--- src/rtl/sap_pkg.sv ---
// ----------------------------------------------------------------------------
// sap_pkg
// shared types, constants and controller codes of the skyline atlas packer
// ----------------------------------------------------------------------------
`default_nettype none
package sap_pkg;

  localparam int ATLAS_SIZE_DEF = 1024;
  localparam int MAX_PAGES_DEF  = 4;
  localparam int DIM_W          = 11;
  localparam int GEN_W          = 32;

  typedef enum logic [3:0] {
    ST_IDLE,
    ST_SCAN,
    ST_SCAN_WAIT,
    ST_CLEAR,
    ST_CLEAR_WAIT,
    ST_WRITE,
    ST_WRITE_WAIT,
    ST_OUT
  } sap_state_t;

  // datapath sweep modes
  typedef enum logic [1:0] {
    M_IDLE,
    M_SCAN,
    M_CLEAR,
    M_WRITE
  } sap_mode_t;

  // controller to datapath
  typedef struct packed {
    logic scan_start;
    logic clear_start;
    logic write_start;
  } sap_cmd_t;

  // datapath to controller
  typedef struct packed {
    logic busy;
    logic found;
  } sap_stat_t;

endpackage
`default_nettype wire

--- src/rtl/sap_ctrl.sv ---
// ----------------------------------------------------------------------------
// sap_ctrl
// request sequencer: page order, page opening, lru eviction, result capture
// ----------------------------------------------------------------------------
`default_nettype none
module sap_ctrl
  import sap_pkg::*;
#(
  parameter int MAX_PAGES = MAX_PAGES_DEF,
  localparam int PG_W = (MAX_PAGES > 1) ? $clog2(MAX_PAGES) : 1,
  localparam int NP_W = $clog2(MAX_PAGES + 1)
) (
  input  wire logic            clk,
  input  wire logic            rst,
  input  wire logic            start,
  input  wire logic            tick,
  input  wire sap_stat_t       stat,
  input  wire logic            out_taken,
  output logic                 ready,
  output sap_cmd_t             cmd,
  output logic [PG_W-1:0]      page,
  output logic                 res_valid,
  output logic                 res_placed,
  output logic                 res_evicted,
  output logic [GEN_W-1:0]     generation
);

  sap_state_t       state, state_next;
  logic [NP_W-1:0]  pages_open;
  logic [GEN_W-1:0] frame_count;
  logic [GEN_W-1:0] last_used [MAX_PAGES];
  logic             retry;     // page was just cleared, this is the last try
  logic [PG_W-1:0]  lru;
  logic             more_pages;
  logic             scan_miss;

  assign more_pages = (NP_W'(page) + 1'b1) < pages_open;
  assign scan_miss  = !stat.busy && !stat.found;

  always_comb begin
    lru = '0;
    for (int p = 1; p < MAX_PAGES; p++) begin
      if (last_used[p] < last_used[lru]) lru = PG_W'(p);
    end
  end

  always_comb begin
    state_next = state;
    case (state)
      ST_IDLE: if (start) begin
        state_next = (pages_open == '0) ? ST_CLEAR : ST_SCAN;
      end
      ST_SCAN:      state_next = ST_SCAN_WAIT;
      ST_SCAN_WAIT: if (!stat.busy) begin
        if (stat.found)      state_next = ST_WRITE;
        else if (retry)      state_next = ST_OUT;
        else if (more_pages) state_next = ST_SCAN;
        else                 state_next = ST_CLEAR;
      end
      ST_CLEAR:      state_next = ST_CLEAR_WAIT;
      ST_CLEAR_WAIT: if (!stat.busy) state_next = ST_SCAN;
      ST_WRITE:      state_next = ST_WRITE_WAIT;
      ST_WRITE_WAIT: if (!stat.busy) state_next = ST_OUT;
      ST_OUT:        if (out_taken) state_next = ST_IDLE;
      default:       state_next = ST_IDLE;
    endcase
  end

  always_comb begin
    cmd.scan_start  = (state == ST_SCAN);
    cmd.clear_start = (state == ST_CLEAR);
    cmd.write_start = (state == ST_WRITE);
    ready           = (state == ST_IDLE);
    res_valid       = (state == ST_OUT);
  end

  always_ff @(posedge clk) begin
    if (rst) begin
      state       <= ST_IDLE;
      pages_open  <= '0;
      frame_count <= '0;
      generation  <= '0;
      retry       <= 1'b0;
      page        <= '0;
      res_placed  <= 1'b0;
      res_evicted <= 1'b0;
      for (int p = 0; p < MAX_PAGES; p++) last_used[p] <= '0;
    end else begin
      state <= state_next;
      if (tick) frame_count <= frame_count + 1'b1;
      case (state)
        ST_IDLE: if (start) begin
          page        <= '0;
          retry       <= (pages_open == '0);
          res_evicted <= 1'b0;
          res_placed  <= 1'b0;
          if (pages_open == '0) pages_open <= pages_open + 1'b1;
        end
        ST_SCAN_WAIT: if (scan_miss && !retry) begin
          if (more_pages) begin
            page <= page + 1'b1;
          end else if (pages_open < NP_W'(MAX_PAGES)) begin
            page       <= PG_W'(pages_open);
            pages_open <= pages_open + 1'b1;
            retry      <= 1'b1;
          end else begin
            page        <= lru;
            generation  <= generation + 1'b1;
            res_evicted <= 1'b1;
            retry       <= 1'b1;
          end
        end
        ST_CLEAR: last_used[page] <= frame_count;
        ST_WRITE: begin
          last_used[page] <= frame_count;
          res_placed      <= 1'b1;
        end
        default: ;
      endcase
    end
  end

endmodule
`default_nettype wire
--- config.mk ---
export PLATFORM = sky130hd
export DESIGN_NAME = sap_ctrl
export DESIGN_NICKNAME = d
export VERILOG_FILES = /design/src/rtl/sap_pkg.sv /design/src/rtl/sap_ctrl.sv
export SDC_FILE = /design/constraint.sdc
export NUM_CORES = 1
export LEC_CHECK = 0
export CAP_MARGIN = 20
export CELL_PAD_IN_SITES_DETAIL_PLACEMENT = 0
export CELL_PAD_IN_SITES_GLOBAL_PLACEMENT = 1
export CORE_ASPECT_RATIO = 0.7
export CORE_MARGIN = 4
export CORE_UTILIZATION = 55
export DETAILED_ROUTE_END_ITERATION = 7
export DONT_BUFFER_PORTS = 1
export GPL_ROUTABILITY_DRIVEN = 0
export PLACE_DENSITY = 0.89
export RECOVER_POWER = 25
export SYNTH_ARGS = -nofsm -noshare
export SYNTH_HDL_FRONTEND = slang
export SYNTH_SLANG_ARGS = --single-unit
--- constraint.sdc ---
create_clock -name clk -period 18.5 [get_ports clk]
set_clock_uncertainty 0.05 [all_clocks]
set_input_delay 2.775 -clock clk [delete_from_list [all_inputs] [get_ports clk]]
set_output_delay 2.775 -clock clk [all_outputs]
set_load 0.05 [all_outputs]
[Word-level counts from Yosys, hierarchy flattened]
Memory sizes are Yosys's and may differ from the RTL's.
Cells that the tools add are included.
Operators by class
  equality and inequality tests: 17
  add/subtract/negate cells: 5
  reduce and logical (&&, ||, !) cells: 17
  mux-type cells: 46
  bitwise logic cells: 3
  magnitude comparators: 5
Operators with widths (count)
  less-than comparator 32 bit: 3
  adder 32 x 1 -> 32 bit, second input constant: 2
  2-to-1 mux 32 bit: 2
  one-hot mux 4 bit (8 select lines): 1
  OR reduction 32 bit: 1
  2-to-1 mux 3 bit: 7
  2-to-1 mux 4 bit: 5
  2-to-1 mux 2 bit: 9
  != test 2 bit, second input constant: 9
  2-to-1 mux 1 bit: 17
  == test 4 x 3 -> 1 bit, second input constant: 4
  AND reduction 5 bit: 2
  == test 4 x 2 -> 1 bit, second input constant: 2
  AND reduction 4 bit: 2
  one-hot mux 1 bit (2 select lines): 3
  one-hot mux 3 bit (2 select lines): 1
  AND reduction 6 bit: 1
  == test 4 x 1 -> 1 bit, second input constant: 1
  logical NOT 4 bit: 1
  one-hot mux 2 bit (2 select lines): 1
  nonzero test 2 bit: 2
  adder 2 x 1 -> 3 bit, second input constant: 1
  adder 3 x 1 -> 3 bit, second input constant: 1
  logical NOT 1 bit: 3
  other kinds (10): 12
Storage, ports and cells
  bits in writable memories: 128
  memories kept: 1
  register bits after elaboration: 76
  logic and storage cells: 102
Memories
  last_used: depth 4, bits a word 32, rd ports 6, clocked after Yosys merged registers in 0, wr ports 4, line sap_ctrl.sv:31  | logic [GEN_W-1:0] last_used [MAX_PAGES];

[Longest topological paths before layout]
An unclocked memory read counts as a cell.
  word-level depth: 13
  gate-level depth with buffers: 29

[Least setup slack after synthesis]
No wires, ideal clock.
  path type: reg-to-reg
  start point: memory last_used[1][25]
  end point: register page[0]
  buffers on the path: 2
  cell stages (with the launch flop): 28
  setup time: 86 ps
  arrival: 5685 ps
  required time: 18364 ps
  period minus slack after synthesis: 5820 ps
  slack: 12680 ps
  cells stage by stage: edfxtp_1 -> ha_1 -> a21o_1 -> a221o_1 -> a221oi_1 -> o21ai_1 -> a21oi_4 -> clkbuf_1 -> a21oi_1 -> ha_1 -> nand4_1 -> nor4_1 -> a32oi_1 -> nand4_1 -> nand2b_1 -> inv_1 -> a21o_2 -> buf_6 -> mux2_1 -> ha_1 -> a211oi_1 -> o21bai_1 -> a21o_1 -> a21oi_1 -> nand2_1 -> a211oi_1 -> o22ai_1 -> a211oi_1
RTL lines
  start, declared: line sap_ctrl.sv:31
  end signal, assigned: line sap_ctrl.sv:101  | page <= page + 1'b1;
  end signal, assigned: line sap_ctrl.sv:103  | page <= PG_W'(pages_open);
  end signal, assigned: line sap_ctrl.sv:107  | page <= lru;
  end, declared: line sap_ctrl.sv:21  | output logic [PG_W-1:0] page,

==> impl_metrics.tcl <==
set metrics [dict create \
    antenna-diode-count 0 \
    cp-start-kind "register" \
    clkLatencyLatePin_ns 0.50 \
    finalWirelength_um 24500 \
    p_seq_share_pct 46.0 \
    drive_gt1_share_pct 4.32 \
    tightest_slew_ns 1.68 \
    netlist_area_um2 11200 \
    p_switching_mw 0.317 \
    grt_overflow 0 \
    path_max_fanout 38 \
    std_cell_rows 43 \
    maxSlewViolCount 102 \
    synth_warnings 0 \
    fin_crit_sh_pct 41.0 \
    critical_path.top_delay_family "compound AO/OA/AOI/OAI gates" \
    cts_resized 0 \
    fin_tns_setup_ns 0 \
    rsz0062_at_grt "no" \
    fin_cells 1380 \
    holdWs_ns 0.482 \
    dr_wl_met3_um 1720 \
    viasPerCell 5.53 \
    die_w_um 178 \
    wirelength_met1_um 12600 \
    route.detailed.drc 0 \
    endpoint_kind "register" \
    worst-path-buf-inv 3 \
    port_buffers 0 \
    numCtsBuffers 22 \
    ir_drop_mv 0.0599 \
    globalRouteTotalUtil_pct 22.3 \
    hold_path_class "register to register" \
    clkSinkCount 203 \
    drv_cap 3 \
    ys_seq_elements 203 \
    placed_cells 1341 \
    fillCellCount 1692 \
    tritoncts "built" \
    path_class "register to register" \
    synthTopCellsByCount "and2_1, edfxtp_1, nor2_1" \
    dr_wl_met2_um 9890 \
    initial_core_util_pct 56.1 \
    period_needed_ns 7.59 \
    grt_pass1_wl_um 40700 \
    core_um2 19900 \
    multi_input_area_um2 5370 \
    synthCells 1103 \
    yosysMostFrequentCell "and2_1" \
    synth_top_area_share_pct 34.4 \
    async_reset_ff_share_pct 0 \
    grt_max_degree 82 \
    cp_slowest_cell "nor4_1" \
    vias 7635 \
    max_clock_freq_mhz 132 \
    final_nets 1202 \
    hold_viol 0 \
    cts_max_level 1 \
    relSlewSlack_pct -11.8 \
    synth_cell_types 60 \
    violations "capacitance limit, slew limit" \
    cp.arrival_ns 7.93 \
    syn_nets 1210 \
    dp_slack_ns 11.08 \
    setup_violations 0 \
    grt_pass1_vias 7590 \
    synth.largest_area_cell "edfxtp_1" \
    syn2layout_area_growth_pct 7.67 \
    antenna_left 0 \
    drtIter0Drc 471 \
    clockBufferDepth 3 \
    synth_edf_count 128 \
    highest_layer "met4" \
    hold_buffers 0 \
    die_area_um2 22700 \
    max_stage_delay_ns 0.58 \
    netSwitchingFraction_pct 28.0 \
    leakage_nw 4.69 \
    worst_slack_ns 10.91 \
    seq_area_um2 5350 \
    syn_avg_cell_area_um2 10.1 \
    drt_pass1_iterations 5 \
    ios 48 \
    final_util_pct 60.4 \
    ys_seq_area_share_pct 47.8 \
    combinationalPowerShare_pct 18.0 \
    required_ns 18.83 \
    clockRootBuffer "clkbuf_16" \
    status "finished, violations left" \
    post_cts_buffers 0 \
    clk_pin_slew_worst_paths_ns 0.06 \
    antenna_found_initial 0 \
    die-height_um 127 \
    wl_per_cell_um 17.8 \
    power.density_nw_per_um2 94.1 \
    p_clk_share_pct 36.0 \
    ys.flop_type "edfxtp_1" \
    dpl.hpwl_um 16700 \
    internal_power_mw 0.816 \
    synthTopCellsByArea "edfxtp_1, dfxtp_1, ha_1, and2_1, nor2_1" \
]
-- layer usage --
| layer | GRT usage [%] | up-vias |
|---|---|---|
| li1 | - | 3866 |
| met1 | 34.5 | 3530 |
| met2 | 33.0 | 210 |
| met3 | 4.91 | 29 |
| met4 | 3.61 | 0 |
| met5 | 0 | - |
-- power by group through the flow --
stage               Sequential [mW]  Combinational (mW)  Clock, mW
floorplan                     0.521               0.165          0
global placement              0.530               0.200          0
detailed placement            0.530               0.202          0
CTS                           0.521               0.204      0.416
global route                  0.524               0.231      0.436
finish                        0.521               0.204      0.407
-- worst register-to-register path: cells and delay by family (launching register included) --
kind                       cells  cell delay (ns)
buffers and inverters          3             0.65
and+or+nand+nor                7             1.84
AOI/OAI and AO/OA             11             3.09
DFF                            1             0.39
adders and majority gates      3             1.01
muxes                          1             0.44
-- through the flow --
stage	instance area (µm²)	power (mW)
after floorplan	11200	0.686
after global placement	11400	0.730
after detailed placement	11400	0.732
after CTS	12100	1.14
after global routing	12000	1.19
final	12000	1.13
-- flip-flops by register name, summed over array words and instances (netlist names) --
name         flops
state            3
res_evicted      1
res_placed       1
retry            1
last_used      128
frame_count     32
pages_open       3
generation      32
page             2
-- final timing paths --
check | start | end | slack (ns) | depth (start not counted)
hold / removal | pages_open[1]$_SDFFE_PP0P_ | pages_open[1]$_SDFFE_PP0P_ | 0.48 | 2
hold reg to reg | pages_open[1]$_SDFFE_PP0P_ | pages_open[1]$_SDFFE_PP0P_ | 0.48 | 2
setup reg to reg | last_used[1][27]$_SDFFCE_PN0P_ | page[1]$_SDFFE_PP0P_ | 10.91 | 25
setup / recovery | last_used[1][27]$_SDFFCE_PN0P_ | page[1]$_SDFFE_PP0P_ | 10.91 | 25
-- area by class of cell --
cell class | instances | area share (%)
clock buffer | 33 | 5.26
clock inverter | 6 | 0.270
inverter | 77 | 2.40
multi-input combinational | 786 | 44.6
sequential | 203 | 44.4
tap | 270 | 2.81
timing repair buffer | 5 | 0.250
-- cell families after synthesis --
| family | after synthesis | share of synthesized area [%] |
|---|---|---|
| multiplexers | 34 | 3.40 |
| buffers and inverters | 114 | 4.11 |
| adder cells (fa/ha/maj) | 100 | 11.2 |
| AO/OA/AOI/OAI | 172 | 9.31 |
| flip-flops | 203 | 47.8 |
| AND/OR/NAND/NOR | 430 | 20.2 |
| XOR/XNOR | 50 | 3.92 |
-- layout by cell type, fill, tap and decap left out, drive strengths merged, types with 5 or more instances in the layout --
master / netlist / routed
nand4: 27 / 27
dfxtp: 75 / 75
xnor2: 11 / 11
inv: 77 / 79
clkbuf: 32 / 35
or3: 18 / 18
mux2: 32 / 32
and4: 8 / 8
nor3: 14 / 14
nand2: 62 / 62
and3: 13 / 13
ha: 100 / 100
and2: 132 / 132
xor2: 39 / 39
nor2: 117 / 117
o211ai: 5 / 5
o21ai: 35 / 35
a21o: 11 / 11
nand3: 18 / 18
a211oi: 10 / 10
a21oi: 82 / 82
edfxtp: 128 / 128
Note: power is estimated with default switching activity, not from simulation.
